==> config.mk <==
export PLATFORM = sky130hd
export DESIGN_NAME = bpuv_div
export DESIGN_NICKNAME = d
export VERILOG_FILES = /design/src/hw/rtl/bpuv_pkg.sv /design/src/hw/rtl/bpuv_div.sv
export SDC_FILE = /design/constraint.sdc
export NUM_CORES = 1
export LEC_CHECK = 0
export BUFFER_PORTS_ARGS = -buffer_cell sky130_fd_sc_hd__buf_2
export CORE_UTILIZATION = 45
export CTS_CLUSTER_DIAMETER = 50
export DETAILED_ROUTE_END_ITERATION = 8
export PLACE_DENSITY = 0.66
export SYNTH_ARGS = -nofsm -noshare
export SYNTH_HDL_FRONTEND = slang
export SYNTH_SLANG_ARGS = --single-unit
export TNS_END_PERCENT = 1
==> constraint.sdc <==
create_clock -name clk_i -period 3.8 [get_ports clk_i]
set_clock_uncertainty 0.15 [all_clocks]
set_input_delay 0.57 -clock clk_i [delete_from_list [all_inputs] [get_ports clk_i]]
set_output_delay 0.57 -clock clk_i [all_outputs]
set_load 0.01 [all_outputs]
==> src/hw/rtl/bpuv_pkg.sv <==
// Package for the box projection UV block: widths, face codes and helpers.
// Depends on nothing; used by bpuv_div and box_projection_uv.
package bpuv_pkg;

  localparam int CoordW    = 16;
  localparam int UvFracBits = 15;
  localparam int NormEpsSq = 269;
  localparam int NumCfg    = 6;
  localparam int CfgIdxW   = 3;
  localparam int QuotW     = UvFracBits + 1;
  localparam int DivCntW   = $clog2(QuotW + 1);

  typedef enum logic [2:0] {
    FaceFront  = 3'd0,
    FaceBack   = 3'd1,
    FaceLeft   = 3'd2,
    FaceRight  = 3'd3,
    FaceTop    = 3'd4,
    FaceBottom = 3'd5
  } face_e;

  typedef enum logic [CfgIdxW-1:0] {
    CfgMinX = 3'd0, CfgMinY = 3'd1, CfgMinZ = 3'd2,
    CfgMaxX = 3'd3, CfgMaxY = 3'd4, CfgMaxZ = 3'd5
  } cfg_idx_e;

  typedef struct packed {
    logic signed [CoordW-1:0] pos_x;
    logic signed [CoordW-1:0] pos_y;
    logic signed [CoordW-1:0] pos_z;
    logic signed [CoordW-1:0] norm_x;
    logic signed [CoordW-1:0] norm_y;
    logic signed [CoordW-1:0] norm_z;
    logic                     mesh_start;
  } vtx_t;

  typedef struct packed {
    logic [CoordW-1:0] tex_u;
    logic [CoordW-1:0] tex_v;
    logic [2:0]        face_index;
    logic              last_of_triangle;
  } uv_t;

  // Divider handshake between the top level and the serial divider.
  typedef struct packed {
    logic             start;
    logic [CoordW:0]  num;
    logic [CoordW:0]  den;
  } div_req_t;

  typedef struct packed {
    logic             done;
    logic [QuotW-1:0] quot;
  } div_rsp_t;

endpackage

==> src/hw/rtl/bpuv_div.sv <==
// Restoring bit-serial divider: one quotient bit per cycle.
// Depends on bpuv_pkg; the caller ensures 0 < num < den.
module bpuv_div (
  input  logic                clk_i,
  input  logic                rst_ni,
  input  bpuv_pkg::div_req_t  req_i,
  output bpuv_pkg::div_rsp_t  rsp_o
);
  import bpuv_pkg::*;

  logic [CoordW+1:0]  rem_q, rem_d;
  logic [CoordW:0]    den_q, den_d;
  logic [QuotW-1:0]   quot_q, quot_d;
  logic [DivCntW-1:0] cnt_q, cnt_d;
  logic               busy_q, busy_d;
  logic [CoordW+1:0]  trial;

  // One restoring step: remainder doubles, subtract the divisor if it fits.
  always_comb begin
    rem_d  = rem_q;
    den_d  = den_q;
    quot_d = quot_q;
    cnt_d  = cnt_q;
    busy_d = busy_q;
    trial  = {rem_q[CoordW:0], 1'b0};
    if (req_i.start) begin
      rem_d  = {1'b0, req_i.num};
      den_d  = req_i.den;
      quot_d = '0;
      cnt_d  = '0;
      busy_d = 1'b1;
    end else if (busy_q) begin
      if (trial >= {1'b0, den_q}) begin
        rem_d  = trial - {1'b0, den_q};
        quot_d = {quot_q[QuotW-2:0], 1'b1};
      end else begin
        rem_d  = trial;
        quot_d = {quot_q[QuotW-2:0], 1'b0};
      end
      cnt_d = cnt_q + 1'b1;
      if (cnt_q == DivCntW'(UvFracBits - 1)) busy_d = 1'b0;
    end
  end

  always_ff @(posedge clk_i or negedge rst_ni) begin
    if (!rst_ni) begin
      busy_q <= 1'b0;
      cnt_q  <= '0;
    end else begin
      busy_q <= busy_d;
      cnt_q  <= cnt_d;
    end
  end

  always_ff @(posedge clk_i) begin
    rem_q  <= rem_d;
    den_q  <= den_d;
    quot_q <= quot_d;
  end

  assign rsp_o.done = busy_q && (cnt_q == DivCntW'(UvFracBits - 1));
  assign rsp_o.quot = {quot_q[QuotW-2:0], (trial >= {1'b0, den_q})};

endmodule

==> flow_metrics.tcl, run 1 <==
set metrics [dict create \
    status "finished clean" \
    power.total_mw 2.34 \
    final_nets 418 \
    dp_slack_ns 0.958 \
    cts_setup_buffers 0 \
    n_antenna_cell 0 \
    grt_pass1_vias 2282 \
    worstPathArrival_ns 2.42 \
    cts_root_buf "clkbuf_8" \
    vias_per_cell 5.18 \
    placed_cells 449 \
    clkLatencyLatePin_ns 0.32 \
    numCtsBuffers 5 \
    slew_viol_final 0 \
    cellPowerDensity_nw_per_um2 645 \
    synth_common_cells "34 x edfxtp_1, 30 x nor2_1, 25 x nand2_1" \
    synth.area.top_cells "edfxtp_1 32%, dfxtp_1 9.5%, ha_1 7.5%, mux2i_1 5.7%, dfrtp_1 4.7%" \
    leakagePower_nw 1.66 \
    required_ns 3.08 \
    die_h_um 85.8 \
    max_cap_viol_count 0 \
    dp_hpwl_mm 4.47 \
    vias 2374 \
    grt_start_max_net_pins 34 \
    avgSynthCellArea_um2 10.2 \
    clockBufferDepth 2 \
    slew-limit-headroom 0.623 \
    ys.flop_type "edfxtp_1" \
    postLayoutSetupSlackWorst_ns 0.662 \
    finalWirelength_mm 6.29 \
    worstPathMaxFanout 9 \
    die_width_um 85.8 \
    fin_tns_setup_ns 0 \
    ant_nets 0 \
    stdcell_count 458 \
    die_area_um2 7370 \
    post-route-period-util 0.826 \
    setup-violations-final 0 \
    initial_utilization 0.465 \
    grt_usage 0.182 \
    num_io_pins 54 \
    ys_warn_count 0 \
    syn_inst 311 \
    cts_tree "built" \
    fill_cells 628 \
    hold_buffers 1 \
    irDropWorstVdd_uv 330 \
    hold_path_class "input port to register" \
    cts_htree_levels 2 \
    cts.sinks 55 \
    gr-total-overflow 0 \
    finalCriticalPeriod_ns 3.14 \
    place_congestion 0.780 \
    clk_pin_slew_ns 0.12 \
    synth_area_um2 3160 \
    hold_viol_final 0 \
    wl_per_cell_um 13.7 \
    synth_nets 368 \
    critical_path_class "register to primary output" \
    cp-start-kind "register" \
    rsz0062_at_grt "false" \
    drive_gt1_frac 0.204 \
    synthArstFlopShare 0.109 \
    drc 0 \
    grt_pass1_wl_mm 10.6 \
    rows 30 \
    antenna_found_initial 0 \
    drt_iter0_markers 208 \
    worstMarginPinSlew_ns 0.565 \
    synth-edff-count 34 \
    seq_area_frac_synth 0.465 \
    ys_ff_latch 55 \
    synth_most_common_cell "edfxtp_1" \
    ctsResizeCount 0 \
    yosysTopAreaCell "edfxtp_1" \
    ys_types 47 \
    syn_to_final_growth_pct 14.5 \
    core_um2 6790 \
    fmax_mhz 319 \
    synth.top_cell.area_share 0.323 \
    drt_pass1_iterations 4 \
    port_buffers 53 \
    setup.worst_path.end_class "primary output" \
]
-- power breakdown --
group          leakage (nW)  internal [mW]  total, mW  switching [mW]
Combinational          1.06          0.475       1.12           0.648
Clock                0.0515          0.139      0.363           0.224
Sequential            0.549          0.783      0.850          0.0676
-- layer usage --
metal	GRT usage	up-vias	part of all wire	wire length, um
met2	0.299	45	0.47	2940
met4	0.0439	0	0.0064	40
met5	0	-	0	0
met3	0.0356	4	0.044	278
li1	-	1211	-	-
met1	0.248	1114	0.48	3040
-- worst max-delay path: stages (launching register included) --
cell and delay [ns]:
edfxtp_1 0.37, inv_1 0.08, fa_1 0.46, nand2b_1 0.18
a21oi_1 0.24, nor2b_2 0.11, o21ai_2 0.16, a31oi_4 0.17
inv_1 0.17, buf_2 0.16
-- path summary, 6_finish.rpt --
check	start	to	slack [ns]	cells after the start
max	rem_q[0]$_DFFE_PP_	rsp_o[0]	0.66	9
min	req_i[4]	den_q[4]$_DFFE_PP_	0.26	1
max reg2reg	rem_q[6]$_DFFE_PP_	rem_q[1]$_DFFE_PP_	0.95	9
min reg2reg	quot_q[6]$_SDFFE_PP0P_	quot_q[6]$_SDFFE_PP0P_	0.38	2
max in group asynchronous	rst_ni	cnt_q[4]$_DFFE_PN0P_	2.92	2
min in group asynchronous	rst_ni	cnt_q[1]$_DFFE_PN0P_	0.44	2
-- through the flow --
step	hold slack (ns)	instance area, um2	util
6_report	0.261	3620	0.533
5_1_grt	0.247	3620	0.533
4_1_cts	0.260	3620	0.533
3_5_place_dp	0.255	3510	0.516
3_3_place_gp	0.254	3510	0.516
2_1_floorplan	0.124	3160	-
-- cells in the final DEF (no fill, tap or decap), drive strengths merged, types with 2 or more instances in the layout --
cell	instances
buf	58
edfxtp	34
nor2	30
nand2	25
a21oi	23
inv	22
ha	19
mux2i	18
dfxtp	15
o21ai	14
xor2	11
nor2b	11
xnor2	6
nand3b	6
dfrtp	6
a211oi	6
o311ai	6
nand4	5
nor3	5
a221o	5
clkbuf	5
nand2b	4
o211ai	3
a21o	3
nand3	3
o31ai	3
a22oi	2
o21bai	2
clkinv	2
-- flip-flops by register name (all words and copies together), names as in the netlist --
register,count
rem_q,17
quot_q,15
busy_q,1
cnt_q,5
den_q,17
-- cells by family after synthesis --
logic type                 synth area share
muxes                                0.0605
buffers and inverters                0.0495
xor gates and xnor gates             0.0471
and+or+nand+nor                       0.144
adders and majority gates            0.0815
DFF                                   0.465
AOI/OAI and AO/OA                     0.152
-- layout make-up --
| type | instances | area (um2) | area share |
|---|---|---|---|
| Clock buffer | 5 | 68.8 | 0.0190 |
| Clock inverter | 3 | 33.8 | 0.00933 |
| Inverter | 21 | 78.8 | 0.0218 |
| Multi-Input combinational cell | 219 | 1530 | 0.424 |
| Sequential cell | 55 | 1470 | 0.406 |
| Tap cell | 96 | 120 | 0.0332 |
| Timing Repair Buffer | 59 | 313 | 0.0864 |
(Power assumes the default switching activity.)
==> run 2, diff against run 1 <==
--- a/config.mk
+++ b/config.mk
@@ -5,11 +5,12 @@
 export SDC_FILE = /design/constraint.sdc
 export NUM_CORES = 1
 export LEC_CHECK = 0
+export ABC_AREA = 1
 export BUFFER_PORTS_ARGS = -buffer_cell sky130_fd_sc_hd__buf_2
 export CORE_UTILIZATION = 45
 export CTS_CLUSTER_DIAMETER = 50
 export DETAILED_ROUTE_END_ITERATION = 8
-export PLACE_DENSITY = 0.66
+export PLACE_DENSITY = 0.65
 export SYNTH_ARGS = -nofsm -noshare
 export SYNTH_HDL_FRONTEND = slang
 export SYNTH_SLANG_ARGS = --single-unit
==> constraint.sdc (replaced) <==
create_clock -name clk_i -period 3.1 [get_ports clk_i]
set_clock_uncertainty 0.15 [all_clocks]
set_input_delay 0.465 -clock clk_i [delete_from_list [all_inputs] [get_ports clk_i]]
set_output_delay 0.465 -clock clk_i [all_outputs]
set_load 0.01 [all_outputs]
==> run 2 against run 1 <==
  * Setup slack worse by 0.42 ns
  * Synthesized cell count grew 48%
  * Via count is 27% higher
  * Synthesized area grew 14%
  * Flip-flop and latch count is the same
  * Clock-buffer cell count unchanged
  * Wire length up 23%
  * Worst hold slack got worse by 0.098 ns
  * Die area rose by 13%
  * Design area rose by 12%
  * Core utilization decreased by 0.75 points
  * Critical path type unchanged
==> flow_metrics.tcl, run 2 <==
set metrics [dict create \
    synth_area_um2 3590 \
    synthArstFlopShare 0.109 \
    grt_pass1_wl_mm 13.7 \
    min_from "req_i[14]" \
    die_width_um 91.3 \
    postLayoutSetupSlackWorst_ns 0.237 \
    die_area_um2 8340 \
    synthSimpleGateAreaFrac 0.335 \
    worstMarginPinSlew_ns 0.464 \
    synthAdderAreaFrac 0.0718 \
    core_um2 7730 \
    clk_pin_slew_ns 0.12 \
    hold_path_class "input port to register" \
    post-route-period-util 0.923 \
    netSwitchingFraction 0.448 \
    regToRegSetupSlack_ns 0.77 \
    netSwitchingPower_mw 1.43 \
    syn_inst 461 \
    whs_ns 0.164 \
    clockPowerShare 0.140 \
    dp_hpwl_mm 5.82 \
    vias_per_cell 4.85 \
    ys_types 36 \
    avgSynthCellArea_um2 7.79 \
    numCtsBuffers 5 \
    drive_gt1_frac 0.205 \
    layout_commonest_cell "nand2_1" \
    wl_per_cell_um 12.5 \
    seqPwrFrac 0.317 \
    initial_utilization 0.465 \
    worstPathArrival_ns 2.25 \
    setup.worst_path.end_class "primary output" \
    layout_common_cells "138 x nand2_1, 84 x inv_1, 53 x buf_2, 36 x nand3_1, 34 x edfxtp_1" \
    setup-violations-final 0 \
    cp-start-kind "register" \
    fmax_mhz 349 \
    rsz0062_at_grt "false" \
    ys_ff_latch 55 \
    rows 32 \
    grt_pass1_vias 3060 \
    synth-edff-count 34 \
    cts_setup_buffers 0 \
    synth.mux.area_fraction 0 \
    syn_to_final_growth_pct 13.0 \
    ant_nets 0 \
    cts_htree_levels 2 \
    n_antenna_cell 0 \
    irDropWorstVdd_uv 351 \
    final_core_util 0.525 \
    finalCriticalPeriod_ns 2.86 \
    hold_viol_final 0 \
    antenna_found_initial 0 \
    slew-limit-headroom 0.690 \
    grt_usage 0.206 \
    holdPathStages 1 \
    rr_startpoint "rem_q[4]$_DFFE_PP_" \
    cts_tree "built" \
    required_ns 2.48 \
    ys_warn_count 0 \
    dp_slack_ns 0.589 \
    yosysTopAreaCell "edfxtp_1" \
    drc 0 \
    synth_top_family_by_area "simple AND/OR/NAND/NOR gates" \
    grt_start_max_net_pins 36 \
    synth.area.top_cells "edfxtp_1 28%, nand2_1 14%, inv_1 8.8%, dfxtp_1 8.4%, ha_1 6.6%" \
    clkLatencyLatePin_ns 0.32 \
    drt_pass1_iterations 4 \
    cts.sinks 55 \
    cellPowerDensity_nw_per_um2 785 \
    vias 3009 \
    synth_xor_area_frac 0.0171 \
    fin_tns_setup_ns 0 \
    port_buffers 53 \
    drt_iter0_markers 167 \
    final_nets 574 \
    place_congestion 0.899 \
    synth_compound_area_frac 0.0526 \
    max_cap_viol_count 0 \
    seq_area_frac_synth 0.410 \
    critical_path_class "register to primary output" \
    finalWirelength_mm 7.75 \
    num_io_pins 54 \
    top_regs "den_q (17), rem_q (17), quot_q (15)" \
    whs_endpoint "den_q[14]$_DFFE_PP_" \
    slew_viol_final 0 \
    ys.flop_type "edfxtp_1" \
    synth_nets 518 \
    pwr-share-comb 0.543 \
    synth.top_cell.area_share 0.284 \
    gr-total-overflow 0 \
    internal-power_mw 1.76 \
    leakagePower_nw 2.10 \
    synth_common_cells "138 x nand2_1, 84 x inv_1, 36 x nand3_1" \
    worstPathMaxFanout 19 \
    cts_root_buf "clkbuf_8" \
    clockBufferDepth 2 \
    r2r_cells 10 \
    r2r-end "rem_q[4]$_DFFE_PP_" \
    synth_most_common_cell "nand2_1" \
    die_h_um 91.3 \
    status "finished clean" \
]
-- run 2: changes by cell type after synthesis, moves of 10 or more --
| cell | change |
|---|---|
| nor2b_1 | -10 |
| o22ai_1 | +14 |
| nand2_1 | +113 |
| nand3_1 | +33 |
| inv_1 | +63 |
| nor2_1 | -13 |
| mux2i_1 | -18 |
| nand2_2 | +12 |
-- run 2: what timing repair did --
action | in CTS | in global routing
hold buffers | 1 | 0
gates resized for setup | 0 | 0
hold endpoints to repair | 6 | 0
-- run 2: area by class of cell --
cell class                 count  area [um2]
fill                         766        3670
inverter                      91         342
clock inverter                 3        33.8
sequential                    55        1470
tap                          102         128
timing repair buffer          58         305
clock buffer                   5        68.8
multi-input combinational    306        1710
-- run 2: how the worst max path moves through the flow --
stage                              from        to  slack (ns)  depth (start not counted)
CTS                 rem_q[10]$_DFFE_PP_  rsp_o[0]        0.22                         10
finish              rem_q[10]$_DFFE_PP_  rsp_o[0]        0.24                         10
detailed placement  rem_q[10]$_DFFE_PP_  rsp_o[0]        0.59                         10
global placement    rem_q[15]$_DFFE_PP_  rsp_o[0]        0.60                          8
floorplan           rem_q[13]$_DFFE_PP_  rsp_o[0]        0.93                         10
global route        rem_q[10]$_DFFE_PP_  rsp_o[0]        0.05                         10
-- run 2: layer usage --
| layer | part of all wire | vias to the layer above | track usage |
|---|---|---|---|
| li1 | - | 1576 | - |
| met3 | 0.031 | 7 | 0.0251 |
| met2 | 0.49 | 48 | 0.362 |
| met5 | 0 | - | 0 |
| met4 | 0.012 | 0 | 0.0675 |
| met1 | 0.47 | 1378 | 0.261 |
-- run 2: power by group through the flow --
stage	sequential (mW)	clock (mW)	combinational (mW)
after floorplan	1.01	0	1.42
after global placement	1.02	0	1.69
after detailed placement	1.03	0	1.71
after CTS	1.01	0.468	1.73
after global routing	1.03	0.488	1.98
final	1.01	0.446	1.73
-- run 2: logic make-up (layout without fill, tap and decap cells) --
group                    count (synthesis)  count (layout)
XOR/XNOR                                 7               7
adder cells (fa/ha/maj)                 20              20
buffers and inverters                  100             157
flip-flops                              55              55
AND/OR/NAND/NOR                        246             246
AO/OA/AOI/OAI                           33              33
-- run 2: worst max-delay path: stages, from the launching register on --
cell	delay (ns)
edfxtp_1	0.41
ha_1	0.40
nand2_1	0.12
nand2_1	0.08
nand2_1	0.06
nand2_1	0.06
nand2_1	0.07
nand2_2	0.08
nor2_8	0.29
nand2_8	0.18
buf_2	0.19
-- run 2: stage by stage --
step	cells	total power, mW	cell area (um2)
2_1_floorplan	461	2.43	3590
3_3_place_gp	611	2.71	3950
3_5_place_dp	611	2.74	3950
4_1_cts	620	3.20	4060
5_1_grt	620	3.49	4060
6_report	620	3.19	4060
==> run 3, diff against run 2 <==
--- a/config.mk
+++ b/config.mk
@@ -5,12 +5,11 @@
 export SDC_FILE = /design/constraint.sdc
 export NUM_CORES = 1
 export LEC_CHECK = 0
-export ABC_AREA = 1
 export BUFFER_PORTS_ARGS = -buffer_cell sky130_fd_sc_hd__buf_2
 export CORE_UTILIZATION = 45
 export CTS_CLUSTER_DIAMETER = 50
 export DETAILED_ROUTE_END_ITERATION = 8
-export PLACE_DENSITY = 0.65
+export PLACE_DENSITY = 0.66
 export SYNTH_ARGS = -nofsm -noshare
 export SYNTH_HDL_FRONTEND = slang
 export SYNTH_SLANG_ARGS = --single-unit
==> run 3 against run 2 <==
  * Global-route usage down 2.7 points
  * Sequential power about the same
  * Combinational power decreased by 18%
  * Final cell count shrank 26%
  * Clock-buffer cell count is the same
  * Power shrank 9.8%
  * Design area down 11%
  * Sequential share of layout area is 4.4 points higher
  * Register-to-register slack got worse by 0.46 ns
==> flow_metrics.tcl, run 3 (same netlist as run 1, synthesis figures left out) <==
set metrics [dict create \
    die_area_um2 7370 \
    finalWirelength_mm 6.11 \
    path_delay_family "compound AO/OA/AOI/OAI gates" \
    slowest_stage "fa_1" \
    stdcell_count 459 \
    power.total_mw 2.87 \
    irDropWorstVdd_uv 339 \
    hold_viol_final 0 \
    regToRegSetupSlack_ns 0.31 \
    required_ns 2.48 \
    slew_viol_final 0 \
    clk_pin_slew_ns 0.11 \
    r2r_cells 11 \
    drc 0 \
    worstPathArrival_ns 2.28 \
    numCtsBuffers 5 \
    drt_iter0_markers 120 \
    finalCriticalPeriod_ns 2.90 \
    die_h_um 85.8 \
    die_width_um 85.8 \
    whs_endpoint "den_q[15]$_DFFE_PP_" \
    antenna_found_initial 0 \
    r2r-end "rem_q[1]$_DFFE_PP_" \
    slew-limit-headroom 0.549 \
    hold_path_class "input port to register" \
    dp_hpwl_mm 4.53 \
    drt_pass1_iterations 7 \
    fin_tns_setup_ns 0 \
    gr-total-overflow 0 \
    cts_root_buf "clkbuf_8" \
    vias_per_cell 5.17 \
    final_nets 419 \
    grt_usage 0.179 \
    layout_common_cells "53 x buf_2, 34 x edfxtp_1, 30 x nor2_1, 25 x nand2_1" \
    port_buffers 53 \
    rr_startpoint "rem_q[0]$_DFFE_PP_" \
    clkLatencyLatePin_ns 0.32 \
    grt_start_max_net_pins 39 \
    syn_to_final_growth_pct 14.5 \
    cts.sinks 55 \
    place_congestion 0.900 \
    grt_pass1_wl_mm 10.4 \
    post-route-period-util 0.935 \
    ctsResizeCount 0 \
    critical_path_class "register to primary output" \
    cts_htree_levels 2 \
    cts_tree "built" \
    vias 2373 \
    leakagePower_nw 1.67 \
    wl_per_cell_um 13.3 \
    holdPathStages 1 \
    layout_commonest_cell "buf_2" \
    grt_pass1_vias 2237 \
    setup-violations-final 0 \
    placed_cells 449 \
    rsz0062_at_grt "false" \
    min_from "req_i[15]" \
    fmax_mhz 345 \
    cp-start-kind "register" \
    crit_buf_inv 3 \
    ant_nets 0 \
    status "finished clean" \
    cellPowerDensity_nw_per_um2 794 \
    initial_utilization 0.465 \
    core_um2 6790 \
    critPathMostFrequentCell "inv_1" \
    n_antenna_cell 0 \
    num_io_pins 54 \
    clockBufferDepth 2 \
    slowest_delay_ns 0.46 \
    setup.worst_path.end_class "primary output" \
    max_cap_viol_count 0 \
    top_regs "den_q (17), rem_q (17), quot_q (15)" \
    rows 30 \
    worstPathMaxFanout 4 \
    cp_cell_sequence "inv_1, fa_1, nand2b_1, a21oi_1, nor2b_2, o21ai_2, a31oi_4, inv_1, buf_2" \
    worstMarginPinSlew_ns 0.676 \
    drive_gt1_frac 0.207 \
    crit_path_start "rem_q[0]$_DFFE_PP_" \
]
==> run 3: cell types whose count changed in the layout (fill, tap and decap cells not counted), moves of 9 or more <==
cell | previous run | this run
xor2_1 | 2 | 11
nand2_2 | 12 | 0
inv_1 | 84 | 21
o22ai_1 | 14 | 0
nand3_2 | 9 | 0
mux2i_1 | 0 | 18
nand2_1 | 138 | 25
nor2b_1 | 0 | 10
nor2_1 | 17 | 30
nand3_1 | 36 | 3
==> run 3: layout make-up <==
cell class              count  area (um2)
clock inverters             3        26.3
clock buffers               5        68.8
inverters                  21        78.8
repair buffers             60         320
multi-input cells         219        1530
fillers                   637        3170
flip-flops and latches     55        1470
well taps                  96         120
==> run 3: worst max path at each step <==
stage / endpoint / depth (start not counted)
2_1_floorplan: rem_q[1]$_DFFE_PP_ / 10
3_3_place_gp: rem_q[10]$_DFFE_PP_ / 9
3_5_place_dp: rem_q[10]$_DFFE_PP_ / 9
4_1_cts: rsp_o[0] / 9
5_1_grt: rsp_o[0] / 9
6_report: rsp_o[0] / 9
==> run 3: per-layer routing <==
metal,vias up,track usage,part of all wire
li1,1210,-,-
met1,1109,0.237,0.48
met2,48,0.294,0.46
met3,6,0.0423,0.050
met4,0,0.0515,0.012
met5,-,0,0
==> run 3: repair_timing <==
item | in CTS | in global routing
setup endpoints to repair | 0 | 1
hold endpoints to repair | 6 | 0
buffers inserted | 0 | 1
hold buffers | 1 | 0
==> run 3: per-stage QoR <==
stage / instance area (um2) / hold WS (ns) / setup slack [ns] / util
global placement: 3510 / 0.148 / 0.441 / 0.516
CTS: 3610 / 0.156 / 0.0815 / 0.532
finish: 3620 / 0.159 / 0.201 / 0.533
detailed placement: 3510 / 0.148 / 0.382 / 0.516
floorplan: 3160 / 0.0194 / 0.682 / -
global route: 3620 / 0.143 / 0.0571 / 0.533
==> run 3: worst register-to-register path: stages (launching register included) <==
cell	delay, ns
edfxtp_1	0.37
inv_1	0.08
fa_1	0.46
nand2b_1	0.18
a21oi_1	0.21
nor2b_2	0.10
o21ai_2	0.16
a31oi_4	0.11
buf_4	0.18
buf_4	0.18
mux2i_1	0.12
mux2_2	0.26
==> run 3: report_power, final <==
group | leakage, nW | internal, mW | switching (mW)
Sequential | 0.549 | 0.959 | 0.0770
Combinational | 1.07 | 0.604 | 0.803
Clock | 0.0510 | 0.169 | 0.262
Total | 1.67 | 1.73 | 1.14
